File: config.mk
export PLATFORM = sky130hd
export DESIGN_NAME = lpht_mod
export DESIGN_NICKNAME = d
export VERILOG_FILES = /design/src/rtl/lpht_pkg.sv /design/src/rtl/lpht_mod.sv
export SDC_FILE = /design/constraint.sdc
export NUM_CORES = 1
export LEC_CHECK = 0
export BUFFER_PORTS_ARGS = -buffer_cell sky130_fd_sc_hd__buf_2
export CAP_MARGIN = 30
export CELL_PAD_IN_SITES_DETAIL_PLACEMENT = 0
export CELL_PAD_IN_SITES_GLOBAL_PLACEMENT = 1
export CORE_MARGIN = 4
export CORE_UTILIZATION = 25
export CTS_BUF_LIST = sky130_fd_sc_hd__clkbuf_4 sky130_fd_sc_hd__clkbuf_8 sky130_fd_sc_hd__clkbuf_16
export CTS_CLUSTER_DIAMETER = 150
export DETAILED_ROUTE_END_ITERATION = 8
export PLACE_DENSITY = 0.55
export SLEW_MARGIN = 20
export SYNTH_ARGS = -nofsm -noshare
export SYNTH_HDL_FRONTEND = slang
export SYNTH_SLANG_ARGS = --single-unit
File: constraint.sdc
create_clock -name clk_i -period 8.2 [get_ports clk_i]
set_clock_uncertainty 0.1 [all_clocks]
set_input_delay 0.82 -clock clk_i [delete_from_list [all_inputs] [get_ports clk_i]]
set_output_delay 0.82 -clock clk_i [all_outputs]
set_load 0.02 [all_outputs]
File: src/rtl/lpht_pkg.sv
`default_nettype none

package lpht_pkg;

  // fixed field widths
  localparam int unsigned KEY_W    = 31;
  localparam int unsigned REC_W    = 32;
  localparam int unsigned STATUS_W = 3;
  localparam int unsigned SLOT_W   = 10;
  localparam int unsigned SIZE_W   = 11;

  // table size after reset
  localparam logic [SIZE_W-1:0] SIZE_RESET = 11'd1024;

  // quotient bits resolved per cycle by the modulo unit
  localparam int unsigned MOD_STEPS = 4;

  // operation codes
  localparam logic FUNC_INSERT = 1'b0;
  localparam logic FUNC_SEARCH = 1'b1;

  // result status codes
  typedef enum logic [STATUS_W-1:0] {
    STAT_INSERTED  = 3'd0,
    STAT_REPLACED  = 3'd1,
    STAT_FULL      = 3'd2,
    STAT_FOUND     = 3'd3,
    STAT_NOT_FOUND = 3'd4
  } lpht_status_e;

  // control sequence
  typedef enum logic [2:0] {
    S_CLEAR,
    S_IDLE,
    S_MOD,
    S_CHECK,
    S_DONE
  } lpht_state_e;

  // one table entry as held in the slot memory
  typedef struct packed {
    logic             valid;
    logic [KEY_W-1:0] key;
    logic [REC_W-1:0] record_data;
  } lpht_entry_t;

endpackage

`default_nettype wire

File: src/rtl/lpht_mod.sv
`default_nettype none

module lpht_mod #(
  parameter int unsigned NW = 11
) (
  input  logic                      clk_i,
  input  logic                      rst_ni,
  input  logic                      start_i,
  input  logic [lpht_pkg::KEY_W-1:0] dividend_i,
  input  logic [NW-1:0]             divisor_i,
  output logic                      done_o,
  output logic [NW-1:0]             rem_o
);
  import lpht_pkg::*;

  localparam int unsigned NCyc = (KEY_W + MOD_STEPS - 1) / MOD_STEPS;
  localparam int unsigned PadW = NCyc * MOD_STEPS;
  localparam int unsigned CntW = (NCyc > 1) ? $clog2(NCyc) : 1;

  logic            busy_q, busy_d;
  logic            done_q, done_d;
  logic [CntW-1:0] cnt_q, cnt_d;
  logic [PadW-1:0] sh_q, sh_d;
  logic [NW-1:0]   rem_q, rem_d;
  logic [NW-1:0]   div_q, div_d;
  logic [NW-1:0]   acc;
  logic [NW:0]     trial;

  // restoring remainder, several dividend bits per cycle
  always_comb begin
    acc = rem_q;
    for (int unsigned i = 0; i < MOD_STEPS; i++) begin
      trial = {acc, sh_q[PadW-1-i]};
      if (trial >= {1'b0, div_q}) begin
        trial = trial - {1'b0, div_q};
      end
      acc = trial[NW-1:0];
    end
  end

  // sequencing of the shared step
  always_comb begin
    busy_d = busy_q;
    done_d = 1'b0;
    cnt_d  = cnt_q;
    sh_d   = sh_q;
    rem_d  = rem_q;
    div_d  = div_q;
    if (start_i) begin
      busy_d = 1'b1;
      cnt_d  = '0;
      sh_d   = PadW'(dividend_i);
      rem_d  = '0;
      div_d  = divisor_i;
    end else if (busy_q) begin
      rem_d = acc;
      sh_d  = sh_q << MOD_STEPS;
      cnt_d = cnt_q + CntW'(1);
      if (cnt_q == CntW'(NCyc - 1)) begin
        busy_d = 1'b0;
        done_d = 1'b1;
      end
    end
  end

  always_ff @(posedge clk_i or negedge rst_ni) begin
    if (!rst_ni) begin
      busy_q <= 1'b0;
      done_q <= 1'b0;
      cnt_q  <= '0;
    end else begin
      busy_q <= busy_d;
      done_q <= done_d;
      cnt_q  <= cnt_d;
    end
  end

  always_ff @(posedge clk_i) begin
    sh_q  <= sh_d;
    rem_q <= rem_d;
    div_q <= div_d;
  end

  assign done_o = done_q;
  assign rem_o  = rem_q;

endmodule

`default_nettype wire

Word-level counts from Yosys, hierarchy flattened
Index checks and enable logic that the tools add are counted.
W data, S select, Z words.

operators by class
  reduce and logical (&&, ||, !) cells = 1
  multiplexer cells = 14
  add/subtract/negate cells = 5
  magnitude comparators = 4
  equal/unequal tests = 1

operators with widths
  cell                   count
  $mux W31               2
  $ge A12 B11 Y1         4
  $mux W11               4
  $sub A11 B11 Y11       4
  $mux W1                6
  $mux W3                2
  $add A3 B1 Y3 const B  1
  $eq A3 B3 Y1 const B   1
  $reduce_bool A2 Y1     1

storage, ports and cells
  logic and storage cells = 32
  bits of input ports = 45
  bits in registers = 59
  output and inout port bits = 12

Depth between registers and ports, before layout
  depth after elaboration = 8
  depth in mapped cells = 44

Worst setup path before layout
No wires, ideal clock.

  path kind = register to register
  from = register div_q[0]
  to = register rem_q[0], in the netlist rem_o[0]
  required time = 8021 ps
  library setup time = 79 ps
  setup slack = -414 ps
  buffers on the path = 2
  data arrival time = 8435 ps
  cell stages (with the launch flop) = 36
  period minus slack after synthesis = 8614 ps
  cells stage by stage = edfxtp_1 -> ha_1 -> fa_1 -> nand2b_1 -> a211oi_2 -> o31a_1 -> nor2_4 -> clkbuf_1 -> o21ai_0 -> ha_1 -> o21ai_0 -> nor2_1 -> or4_4 -> a31oi_4 -> o21ai_1 -> nor2_2 -> mux2_2 -> ha_1 -> or4_1 -> o211ai_1 -> nor2b_1 -> o21ai_0 -> a21oi_1 -> and3b_1 -> buf_6 -> mux2_2 -> ha_1 -> or4_1 -> o21ai_0 -> a21oi_1 -> a21o_1 -> a21oi_1 -> o21ai_0 -> a221o_1 -> mux2_4 -> a211oi_2

between the ends
  cells in the longest elaborated chain, start to end = 8

ends and longest elaborated chain
  item                                                       line                            text
  start, declared                                            lpht_mod.sv:25                  logic [NW-1:0] div_q, div_d;
  start signal, assigned                                     lpht_mod.sv:81                  div_q <= div_d;
  $sub A11 B11 Y11 / $ge A12 B11 Y1 (equally long branches)  lpht_mod.sv:35, lpht_mod.sv:34
  $mux W11                                                   lpht_mod.sv:34                  if (trial >= {1'b0, div_q}) begin
  $sub A11 B11 Y11 / $ge A12 B11 Y1 (equally long branches)  lpht_mod.sv:35, lpht_mod.sv:34
  $mux W11                                                   lpht_mod.sv:34
  $sub A11 B11 Y11 / $ge A12 B11 Y1 (equally long branches)  lpht_mod.sv:35, lpht_mod.sv:34
  $mux W11                                                   lpht_mod.sv:34
  $ge A12 B11 Y1                                             lpht_mod.sv:34
  $mux W11 (*)                                               lpht_mod.sv:34
  end signal, assigned                                       lpht_mod.sv:80                  rem_q <= rem_d;
  end, declared                                              lpht_mod.sv:24                  logic [NW-1:0] rem_q, rem_d;

Every way passes the cells marked *; elsewhere a longest branch is shown, timed or not.
A chain may end at the register's enable or synchronous reset.

Worst setup path in the final report
  from = register div_q[0]
  to = register rem_q[4], in the netlist rem_o[4]

between the ends
  cells in the longest elaborated chain, start to end = 8

ends and longest elaborated chain
  item                                                       line
  $sub A11 B11 Y11 / $ge A12 B11 Y1 (equally long branches)  lpht_mod.sv:35, lpht_mod.sv:34
  $mux W11                                                   lpht_mod.sv:34
  $sub A11 B11 Y11 / $ge A12 B11 Y1 (equally long branches)  lpht_mod.sv:35, lpht_mod.sv:34
  $mux W11                                                   lpht_mod.sv:34
  $sub A11 B11 Y11 / $ge A12 B11 Y1 (equally long branches)  lpht_mod.sv:35, lpht_mod.sv:34
  $mux W11                                                   lpht_mod.sv:34
  $sub A11 B11 Y11 / $ge A12 B11 Y1 (equally long branches)  lpht_mod.sv:35, lpht_mod.sv:34
  $mux W11 (*)                                               lpht_mod.sv:34

Marks and branches as above.

==> flow_summary.yaml <==
status:
  status: "finished, final reports clean"
final_layout:
  n_fill_cell: 1871
  final_common_cell: "buf_4"
  num_antenna_cells: 0
  drive_above_1_share_pct: 47.6
  final_cell_mix: "buf_4 (122), buf_2 (56), edfxtp_1 (42)"
  syn2layout_area_growth_pct: 45.1
  final_cells: 879
  seq_area_mm2: 0.00163
  utilization_pct: 36.8
  multi_input_area_mm2: 0.00323
  fin_nets: 735
detailed_routing:
  vias: 4191
  wl_per_cell_um: 17.3
  dr.pass1.iters: 4
  drtIter0Drc: 203
  drt_wl_total_mm: 15.2
  drtAntennaViolNets: 0
  via_per_inst: 4.77
  drc: 0
yosys:
  synth_nets: 554
  syn_avg_cell_area_um2: 10.3
  synth-warning-count: 0
  ys.flop_type: "edfxtp_1"
  synthesis.instances: 459
  synth-async-reset-ratio_pct: 8.47
  ys_types: 60
  synth_top_area_share_pct: 26.7
  synthTopCellsByArea: "edfxtp_1 (27%), ha_1 (12%), mux2_2 (10%), dfxtp_1 (5.1%), mux2i_1 (4.0%)"
  ys_seq_area_share_pct: 34.4
  syn_area_mm2: 0.00473
  synth-edff-count: 42
  ys_ff_latch: 59
  yosys.area.top_type: "edfxtp_1"
worst_setup_path:
  reg2reg_from: "div_q[0]"
  startpoint: "div_q[0]"
  cp_num_buf_inv: 2
  path_max_fanout: 7
  crit_slowest_cell: "or4_4"
  cp-end-kind: "flop"
  startpoint_type: "flop"
  arrival_ns: 8.26
  crit_required_ns: 8.32
  max_stage_delay_ns: 0.51
  path_class: "flop to flop"
  cp_top_family: "compound AO/OA/AOI/OAI gates"
cts:
  root_buffer: "clkbuf_16"
  cts_tree: "done"
  cts.path.max_buffers: 2
  cts_buffers: 9
  clock-sinks: 59
  cts_hold_buf: 0
  cts_htree_levels: 3
  clk_pin_slew_ns: 0.05
  insertion_delay_ns: 0.32
global_route:
  grt_first_pass_wirelength_mm: 23.2
  grt_overflow: 0
  grt_max_degree: 59
  grt_usage_pct: 13.8
  antenna_found_initial: 0
  grt_pass1_vias: 4322
floorplan:
  boundaryPins: 57
  initial_utilization_pct: 25.3
  rows: 50
  die_height_um: 145
  dieArea_mm2: 0.0212
  die_w_um: 145
  core-area_mm2: 0.0186
run:
  cap_violations: 0
sta:
  fin_crit_sh_pct: 99.3
  drv_slew: 0
  relSlewSlack_pct: 38.9
  worst_pin_slew_ns: 0.917
  holdWs_ns: 0.207
  period_needed_ns: 8.14
  fmax_ghz: 0.123
  setup_viol: 0
  rsz0062_at_grt: "yes"
  hold_viol_final: 0
placed_design:
  hpwlAfterDp_mm: 12.0
  place_inst: 843
  portBuffers: 56
  place_congestion: 0.936
hold_path:
  hp-class: "primary input to asynchronous set/reset pin"
==> what timing repair did <==
item / in CTS / in global routing
pin swaps: 9 / 21
setup buffers: 9 / 11
setup endpoints to repair: 11 / 11
endpoints found under the hold margin: 0 / 0
resized for setup: 17 / 53
==> per-stage QoR <==
| step | TNS [ns] | instance area, µm² | setup slack (ns) |
|---|---|---|---|
| finish | 0 | 6860 | 0.0594 |
| global route | -2.25 | 6860 | -0.252 |
| CTS | 0 | 6550 | 0.0303 |
| detailed placement | -3.09 | 6090 | -0.353 |
| global placement | -2.59 | 6090 | -0.277 |
| floorplan | 0 | 4780 | 0.00724 |
==> layer usage <==
| metal | vias to the layer above | part of all wire [%] | global-route usage [%] |
|---|---|---|---|
| li1 | 2079 | - | - |
| met1 | 1993 | 47 | 18.6 |
| met2 | 100 | 47 | 22.2 |
| met3 | 19 | 4.3 | 2.58 |
| met4 | 0 | 2.0 | 4.89 |
| met5 | - | 0 | 0 |
==> worst paths after layout <==
kind,endpoint,slack (ns),cells past startpoint
worst max-delay path,rem_o[4],0.06,35
worst min-delay path,cnt_q[0],0.21,1
worst max register to register,rem_o[4],0.06,35
worst min register to register,sh_q[31],0.40,2
max in group asynchronous,done_o,7.66,1
min in group clk_i,sh_q[31],0.40,2
==> state kept, by name, indices dropped and copies added (netlist names) <==
name	cells
busy_q	1
cnt_q	3
div_q	11
done_o	1
rem_o	11
sh_q	32
==> layout make-up <==
cell class	instances	area share (%)
Clock buffer	9	3.28
Sequential cell	59	23.7
Inverter	30	1.64
Multi-Input combinational cell	357	47.1
Tap cell	234	4.27
Timing Repair Buffer	183	18.3
Clock inverter	7	1.70
==> cell families after synthesis <==
| logic type | after synthesis | synth area share (%) |
|---|---|---|
| fa+ha+maj | 50 | 13.9 |
| buf+inv | 43 | 3.76 |
| compound gates | 107 | 16.4 |
| xor+xnor | 28 | 5.19 |
| flops | 59 | 34.4 |
| simple gates | 109 | 11.7 |
| mux | 63 | 14.7 |
==> cell usage after synthesis, drive strengths merged (4+ instances only) <==
library cell,instances
nand4,8
fa,4
nand2b,5
dfxtp,12
edfxtp,42
a31oi,5
nand3,4
nor2,41
o21ai,18
ha,46
a211oi,15
inv,30
a21oi,18
nand2,18
and3,4
and2,6
a21o,13
nor3,4
mux2,44
xnor2,21
or4,5
clkbuf,9
xor2,7
buf,4
dfrtp,5
o21a,9
mux2i,19
nor2b,5
o211ai,5
Power is not shown: default switching activity piles up to over one toggle a cycle in this logic, so the estimate is an artifact.
