==> config.mk <==
export PLATFORM = sky130hd
export DESIGN_NAME = lpht_ram
export DESIGN_NICKNAME = d
export VERILOG_FILES = /design/src/rtl/lpht_ram.sv
export SDC_FILE = /design/constraint.sdc
export NUM_CORES = 1
export LEC_CHECK = 0
export BUFFER_PORTS_ARGS = -buffer_cell sky130_fd_sc_hd__buf_2
export CORE_MARGIN = 3
export CORE_UTILIZATION = 61
export CTS_BUF_LIST = sky130_fd_sc_hd__clkbuf_2 sky130_fd_sc_hd__clkbuf_4 sky130_fd_sc_hd__clkbuf_8
export CTS_CLUSTER_DIAMETER = 50
export DETAILED_ROUTE_END_ITERATION = 10
export HOLD_SLACK_MARGIN = 0.08
export PLACE_DENSITY = 0.82
export SKIP_LAST_GASP = 1
export SLEW_MARGIN = 10
export SYNTH_ARGS = -nofsm -noshare
export SYNTH_HDL_FRONTEND = slang
export SYNTH_SLANG_ARGS = --single-unit
export TNS_END_PERCENT = 30
==> constraint.sdc <==
create_clock -name clk_i -period 2.8 [get_ports clk_i]
set_clock_uncertainty 0.2 [all_clocks]
set_input_delay 0.42 -clock clk_i [delete_from_list [all_inputs] [get_ports clk_i]]
set_output_delay 0.42 -clock clk_i [all_outputs]
set_load 0.005 [all_outputs]
==> src/rtl/lpht_ram.sv <==
`default_nettype none

module lpht_ram #(
  parameter int unsigned Width = 8,
  parameter int unsigned Depth = 16,
  parameter int unsigned AddrW = (Depth > 1) ? $clog2(Depth) : 1
) (
  input  logic             clk_i,
  input  logic             we_i,
  input  logic [AddrW-1:0] waddr_i,
  input  logic [Width-1:0] wdata_i,
  input  logic             re_i,
  input  logic [AddrW-1:0] raddr_i,
  output logic [Width-1:0] rdata_o
);

  logic [Width-1:0] mem_q [Depth];
  logic [Width-1:0] rdata_q;

  // one write port, one registered read port
  always_ff @(posedge clk_i) begin
    if (we_i) begin
      mem_q[waddr_i] <= wdata_i;
    end
    if (re_i) begin
      rdata_q <= mem_q[raddr_i];
    end
  end

  assign rdata_o = rdata_q;

endmodule

`default_nettype wire

# --- Yosys cells after proc, flatten, opt, wreduce, memory -nomap -nowiden ---
# Memory sizes are Yosys's and may differ from the RTL's. A register that Yosys moved wholly into a read port is not among the register bits.
# Cells that the tools add are included.
totals:
  register_bits: 0
  mem_bits_rw: 128
  output_inout_bits: 8
  memories: 1
op_classes:
  n_mux: 2
memory_table:
  columns: ["name", "words", "width", "read_ports", "rd_ports_with_merged_regs", "wr", "line_no", "text"]
  rows:
  - ["mem_q", 16, 8, 1, 1, 1, "17", "logic [Width-1:0] mem_q [Depth];"]
ops:
  columns: ["cell", "count"]
  rows:
  - ["$mux W1", 2]

# --- Longest topological paths before layout ---
# Gate-level depths: netlist (run 1).
depth:
  depth_word: 2
  depth_mapped: 5

# --- Worst setup path before layout (run 1) ---
# OpenSTA, ideal clock, no wires.
synth_path:
  path_type: "input to register"
  startpoint: "input port waddr_i[2]"
  endpoint: "memory mem_q[0][0] (enable)"
  setup_time_ns: 0.383
  t_arrival_ns: 1.530
  required_time_ns: 2.217
  setup_slack_ns: 0.687
  cell_stages: 2
  path_cell_list: "or3b_2 > nor3_1"
synth_lines:
  columns: ["element", "line_no", "text"]
  rows:
  - ["start, declared", "10", "input logic [AddrW-1:0] waddr_i,"]
  - ["end, declared", "17", null]
# No word-level cell before the write port.

# --- Worst setup path in the final report (run 1) ---
layout_path:
  startpoint: "input port waddr_i[2]"
  endpoint: "memory mem_q[1][0] (enable)"
# No word-level cell before the write port.

==> results of run 1 <==
==> kinds of logic after synthesis <==
family	share of synthesized area, %
simple gates	3.14
mux	14.8
buf+inv	1.65
compound gates	2.30
flops	78.1
==> final cells by class <==
cell class                      count  area [µm²]  area share (%)
Clock inverter                     14         159            2.67
Sequential cell                   136        4080            68.7
Timing Repair Buffer               42         275            4.63
Tap cell                          105         131            2.21
Multi-Input combinational cell     83        1060            17.8
Clock buffer                       17         234            3.94
==> layer usage <==
metal | track usage, % | share of wire [%]
met5 | 0 | 0
met4 | 8.40 | 1.9
met3 | 5.31 | 7.5
met2 | 32.0 | 51
met1 | 29.7 | 40
==> report_power, final <==
group / total, mW / leakage, nW / switching, mW / internal [mW]
sequential: 2.30 / 1.24 / 0.0118 / 2.29
combinational: 0.200 / 0.567 / 0.112 / 0.0878
clock: 1.56 / 0.198 / 0.693 / 0.865
total: 4.06 / 2.00 / 0.817 / 3.24
==> stage by stage <==
step	hold slack, ns	instances	power, mW
5_1_grt	0.125	397	4.22
6_report	0.161	397	4.06
3_5_place_dp	0.535	366	2.55
3_3_place_gp	0.523	366	2.54
4_1_cts	0.134	397	4.10
2_1_floorplan	0.319	229	2.46
==> flip-flops by register name (all words and copies together), names as in the netlist <==
| name | count |
|---|---|
| mem_q | 128 |
| rdata_o | 8 |
==> Yosys cell counts, drive strengths merged <==
master	instances	share of area [%]
nor3	4	0.38
nand3	1	0.096
buf	7	1.1
a22oi	16	2.3
nand2	9	0.65
nor2b	1	0.12
clkdlybuf4s25	3	0.57
nor2	13	0.93
mux4	32	15
nand3b	2	0.29
edfxtp	136	78
nand2b	2	0.24
and2b	1	0.14
and2	1	0.12
or3b	1	0.17
==> how the worst min path moves through the flow <==
stage,to,depth (start not counted),from
floorplan,mem_q[0][0],0,wdata_i[0]
global placement,rdata_o[0],3,mem_q[12][0]
detailed placement,rdata_o[3],3,mem_q[12][3]
CTS,rdata_o[7],1,re_i
global route,rdata_o[7],1,re_i
finish,rdata_o[7],1,re_i
==> critical path, delay by kind of cell <==
| kind | cells | cell delay, ns |
|---|---|---|
| simple gates | 2 | 1.15 |
| buf+inv | 1 | 0.11 |
==> results.tsv, run 1 <==
metric	value	unit
dr_total_vias	2491	
hold_path.class	in2reg	
endpoint	mem_q[1][0]	
final_common_cell	edfxtp_1	
cp_slowest_cell	nor2_1	
antenna_cells	0	
fp.dieH	98.6	µm
hold_violations	0	
port_buffers	26	
place_congestion	0.793	
netlist-cell-type-count	18	
worstSetupStartpointType	primary input	
coreArea	8260	µm²
cts_root_buffer	clkbuf_8	
antenna_left	0	
cp-startpoint	waddr_i[2]	
clkSinkCount	136	
rows	33	
finalNetCount	299	
grt_usage	20.9	%
cap_violations	0	
cpPeakStageDelay	0.64	ns
place_ws	0.515	ns
initial_core_util	63.3	%
clk_path_buf_depth	2	
first_pass_iters	5	
antenna_found_initial	0	
clock_latency	0.42	ns
postCtsSetupBuffers	0	
finalSetupViolCount	0	
nFillCells	478	
final_util	71.9	%
fin_tns_setup	0	ns
r2r_slack	1.11	ns
syn_area_per_cell	22.8	µm²
yosys_warnings	0	
rsz0062_at_grt	no	
grt.overflow.total	0	
cp_max_fo	8	
arrival	1.69	ns
syn2layout_area_growth	13.6	%
dp_hpwl	5900	µm
endpoint_kind	flip-flop	
final_cell_mix	edfxtp_1 (136), buf_2 (26), mux4_2 (18), clkbuf_8 (17), a22oi_1 (16)	
clk_pin_slew_worst_paths	0.08	ns
cts_tree	yes	
postPlaceCellArea	5550	µm²
design_area	5940	µm²
cts-buffers-inserted	17	
synthCells	229	
layout_setup_ws	0.959	ns
status	completed	
crit_chain	buf_2 -> or3b_2 -> nor2_1	
yosysSeqAreaShare	78.1	%
report.final.slew_viol_count	0	
ctsHoldBuffers	0	
max_slew_margin	45.2	%
wl_per_cell	23.2	µm
rr_startpoint	mem_q[3][7]	
r2r-end	rdata_o[7]	
tightest_slew	0.819	ns
cts_resized	0	
synth-seq-cells	136	
powerDensity	684	nW/µm²
syn_nets	248	
required	2.65	ns
pin_count	27	
drt_wl_total	9200	µm
fin_crit_sh	65.7	%
drc	0	
rr_worst_depth	3	
fmax	0.543	GHz
die_w	98.6	µm
grt_pass1_wl	14500	µm
grt_pass1_vias	2535	
crit_type	in2reg	
leakage	2.00	nW
htreeDepth	4	
period_needed	1.84	ns
irDropWorstVdd	0.413	mV
initialDrtViolationCount	264	
drive_above_1_share	30.5	%
avgViaCountPerCell	6.27	
synth_area	5230	µm²
die-area	9720	µm²
grt_max_degree	33	
Note: power is estimated with default switching activity, not from simulation.
==> inputs of run 2 (changes only) <==
clock period = 1.7 ns   (was 2.8 ns; I/O delays follow)
==> results.tsv, run 2 (synthesis gave the netlist of run 1 again) <==
metric	value	unit
required	1.68	ns
tightest_slew	0.811	ns
final_util	75.2	%
grt_pass1_vias	2675	
r2r_slack	-0.02	ns
drc	0	
wl_per_cell	25.1	µm
crit_type	reg2reg	
arrival	1.70	ns
cp_max_fo	1	
clk_pin_slew_worst_paths	0.09	ns
place_ws	-0.365	ns
grt_max_degree	19	
dr_total_vias	2623	
leakage	2.12	nW
postPlaceCellArea	5660	µm²
cts_root_buffer	clkbuf_8	
syn2layout_area_growth	18.8	%
finalSetupViolCount	1	
fp.dieH	98.6	µm
first_pass_iters	5	
die_w	98.6	µm
initial_core_util	63.3	%
htreeDepth	4	
fmax	0.580	GHz
port_buffers	26	
rows	33	
drt_wl_total	10500	µm
clock_latency	0.43	ns
status	finished with violations	
total_power	7.12	mW
final_common_cell	edfxtp_1	
cts_tree	yes	
largest_reg_flops	128	
cts-buffers-inserted	17	
layout_setup_ws	-0.0232	ns
clkSinkCount	136	
grt_pass1_wl	16000	µm
clk_path_buf_depth	2	
avgViaCountPerCell	6.28	
dp_hpwl	6260	µm
endpoint_kind	flip-flop	
grt.overflow.total	0	
final_cell_mix	edfxtp_1 (136), buf_2 (26), buf_4 (23), mux4_2 (19), clkbuf_8 (17)	
max_slew_margin	45.8	%
pin_count	27	
violations	setup timing	
antenna_cells	0	
die-area	9720	µm²
design_area	6210	µm²
drive_above_1_share	34.2	%
period_needed	1.72	ns
rsz0062_at_grt	yes	
hold_path.class	in2reg	
antenna_left	0	
top_register	mem_q	
powerDensity	1150	nW/µm²
cap_violations	0	
grt_usage	23.6	%
fin_crit_sh	101	%
irDropWorstVdd	0.614	mV
antenna_found_initial	0	
initialDrtViolationCount	265	
hold_violations	0	
coreArea	8260	µm²
worstSetupStartpointType	flip-flop	
finalNetCount	319	
place_congestion	0.746	
report.final.slew_viol_count	0	
-- run 2: cell types whose count changed in the layout (fill, tap and decap cells not counted), sizes merged --
cell         before  now
buf              42   53
bufinv            3    5
clkinv           10    7
clkinvlp          1    3
dlygate4sd3       0    9
-- run 2: critical path, stage by stage, from the launching register on --
cell and delay, ns:
edfxtp_1 0.39, mux4_1 0.55, a22oi_2 0.23, nand2_1 0.09
-- run 2: path summary, 6_finish.rpt --
kind / from / to / depth (start not counted)
setup / recovery: mem_q[2][0] / rdata_o[0] / 3
hold / removal: waddr_i[0] / mem_q[0][1] / 3
setup reg to reg: mem_q[2][0] / rdata_o[0] / 3
hold reg to reg: mem_q[14][4] / rdata_o[4] / 3
-- run 2: stage by stage --
step	instances	hold WS [ns]	setup TNS (ns)
5_1_grt	418	0.168	-0.0767
3_5_place_dp	377	0.421	-2.28
4_1_cts	418	0.153	-0.0145
3_3_place_gp	377	0.421	-1.99
6_report	418	0.176	-0.0232
2_1_floorplan	229	0.154	-0.649
-- run 2: per-layer routing --
metal | global-route usage, % | part of all wire (%) | vias up
met3 | 6.65 | 7.4 | 22
met1 | 32.5 | 40 | 1361
met2 | 36.1 | 50 | 118
li1 | - | - | 1122
met4 | 10.1 | 1.9 | 0
met5 | 0 | 0 | -
-- run 2: layout make-up --
cell class                 instances  area, µm²
timing repair buffer              62        473
fill                             452       2050
sequential                       136       4080
clock buffer                      17        234
tap                              105        131
multi-input combinational         83       1080
clock inverter                    15        208
-- run 2: power breakdown --
part | leakage, nW | switching, mW | internal, mW
Clock | 0.214 | 1.21 | 1.72
Combinational | 0.667 | 0.208 | 0.182
Sequential | 1.24 | 0.0215 | 3.77
Total | 2.12 | 1.44 | 5.68
-- run 2: repair_timing --
action | CTS | global route
gates resized for setup | 2 | 3
hold endpoints to repair | 136 | 0
buffers inserted | 0 | 0
gates cloned | 0 | 0
hold buffers | 9 | 0
endpoints found under the setup margin | 2 | 4
==> inputs of run 3 (changes only) <==
TNS_END_PERCENT = not set   (was 30)
==> results.tsv, run 3 (synthesis gave the netlist of run 1 again) <==
metric	value	unit
status	finished with violations	
violations	setup timing	
layout_setup_ws	-0.0260	ns
grt.overflow.total	0	
largest_reg_flops	128	
final_util	75.1	%
dr_total_vias	2662	
required	1.66	ns
cpPeakStageDelay	0.50	ns
crit_type	reg2reg	
drt_wl_total	11000	µm
switching_share	22.6	%
holdWs	0.194	ns
worstSetupStartpointType	flip-flop	
clk_pin_slew_worst_paths	0.08	ns
cts_root_buffer	clkbuf_8	
path_buf_inv	0	
dp_hpwl	6850	µm
htreeDepth	4	
antenna_left	0	
design_area	6200	µm²
worstHoldStart	waddr_i[1]	
cts_tree	yes	
avgViaCountPerCell	6.31	
antenna_found_initial	0	
hold_path.class	in2reg	
nFillCells	456	
total_power	6.84	mW
max_slew_margin	50.7	%
final_cell_mix	edfxtp_1 (136), buf_4 (27), buf_2 (26), mux4_2 (22), clkbuf_8 (17)	
grt_pass1_vias	2733	
clk_path_buf_depth	2	
grt_usage	24.0	%
drc	0	
cp_max_fo	1	
cts-buffers-inserted	17	
hold_violations	0	
irDropWorstVdd	0.608	mV
rr_startpoint	mem_q[11][0]	
place_ws	-0.411	ns
die_w	98.6	µm
fp.dieH	98.6	µm
port_buffers	26	
grt_pass1_wl	16300	µm
postCtsSetupBuffers	0	
arrival	1.69	ns
rows	33	
die-area	9720	µm²
tightest_slew	0.737	ns
r2r_slack	-0.03	ns
finalSetupViolCount	2	
postPlaceCellArea	5690	µm²
period_needed	1.73	ns
rr_worst_depth	3	
leakage	2.10	nW
initial_core_util	63.3	%
whs_path_depth	3	
cap_violations	0	
min_to	mem_q[0][0]	
rsz0062_at_grt	yes	
final_common_cell	edfxtp_1	
coreArea	8260	µm²
clkSinkCount	136	
drive_above_1_share	37.5	%
p_int	5.30	mW
seqPwrFrac	55.5	%
fin_crit_sh	102	%
clock_latency	0.43	ns
place_congestion	0.750	
clkPwrFrac	38.4	%
pin_count	27	
endpoint_kind	flip-flop	
critical_path.top_delay_family	multiplexers	
first_pass_iters	5	
power_frac_comb	6.1	%
report.final.slew_viol_count	0	
crit_chain	mux4_2 -> a22oi_1 -> nand2_1	
r2r-end	rdata_o[0]	
wl_per_cell	26.0	µm
top_register	mem_q	
netSwitchingPower	1.55	mW
initialDrtViolationCount	346	
fmax	0.579	GHz
finalNetCount	323	
grt_max_degree	17	
syn2layout_area_growth	18.6	%
powerDensity	1100	nW/µm²
antenna_cells	0	
cp_slowest_cell	mux4_2	
-- run 3: cell count changes in the layout (fill, tap and decap cells not counted) --
cell / delta
a22oi_1: -3
buf_4: +4
clkinv_1: -2
bufinv_16: -3
a22oi_2: +3
mux4_2: +3
inv_6: +7
clkinv_2: -3
mux4_1: -3
clkinv_4: +1
-- run 3: worst max path at each step --
stage          cells after the start    endpoint    startpoint  slack (ns)
2_1_floorplan                      5  rdata_o[1]    raddr_i[0]       -0.02
3_3_place_gp                       6  rdata_o[0]    raddr_i[0]       -0.35
3_5_place_dp                       6  rdata_o[0]    raddr_i[0]       -0.41
4_1_cts                            3  rdata_o[7]   mem_q[8][7]       -0.03
5_1_grt                            3  rdata_o[7]   mem_q[8][7]       -0.03
6_report                           3  rdata_o[0]  mem_q[11][0]       -0.03
-- run 3: through the flow --
step	setup TNS [ns]	std cells
floorplan	-0.630	229
global placement	-2.31	381
detailed placement	-2.79	381
CTS	-0.0574	422
global route	-0.0880	422
finish	-0.0380	422
-- run 3: repair_timing --
item | 4_1_cts | 5_1_grt
hold buffers | 9 | 0
gates resized for setup | 9 | 1
endpoints found under the hold margin | 136 | 0
pin swaps | 0 | 1
setup endpoints to repair | 7 | 4
-- run 3: area by class of cell --
class / count / area (µm²) / area share (%)
Clock buffer: 17 / 234 / 3.77
Clock inverter: 15 / 165 / 2.66
Multi-Input combinational cell: 83 / 1080 / 17.5
Sequential cell: 136 / 4080 / 65.9
Tap cell: 105 / 131 / 2.12
Timing Repair Buffer: 66 / 503 / 8.11
-- run 3: worst register-to-register path, delay by kind of cell (launching register included) --
| family | cells | cell delay [ns] |
|---|---|---|
| AND/OR/NAND/NOR | 1 | 0.12 |
| flip-flops | 1 | 0.39 |
| AO/OA/AOI/OAI | 1 | 0.27 |
| multiplexers | 1 | 0.50 |
-- run 3: power groups by stage --
stage	Clock (mW)	Sequential [mW]	Combinational, mW
6_report	2.63	3.80	0.416
5_1_grt	2.81	3.80	0.441
4_1_cts	2.66	3.80	0.415
3_5_place_dp	0	3.87	0.381
3_3_place_gp	0	3.86	0.367
2_1_floorplan	0	3.86	0.195
-- run 3: routing by layer --
layer  track usage, %  up-vias  share of wire, %
met1             33.9     1320                38
met4             7.14        0               1.8
li1                 -     1130                 -
met5                0        -                 0
met3             6.79       21                11
met2             37.5      191                50
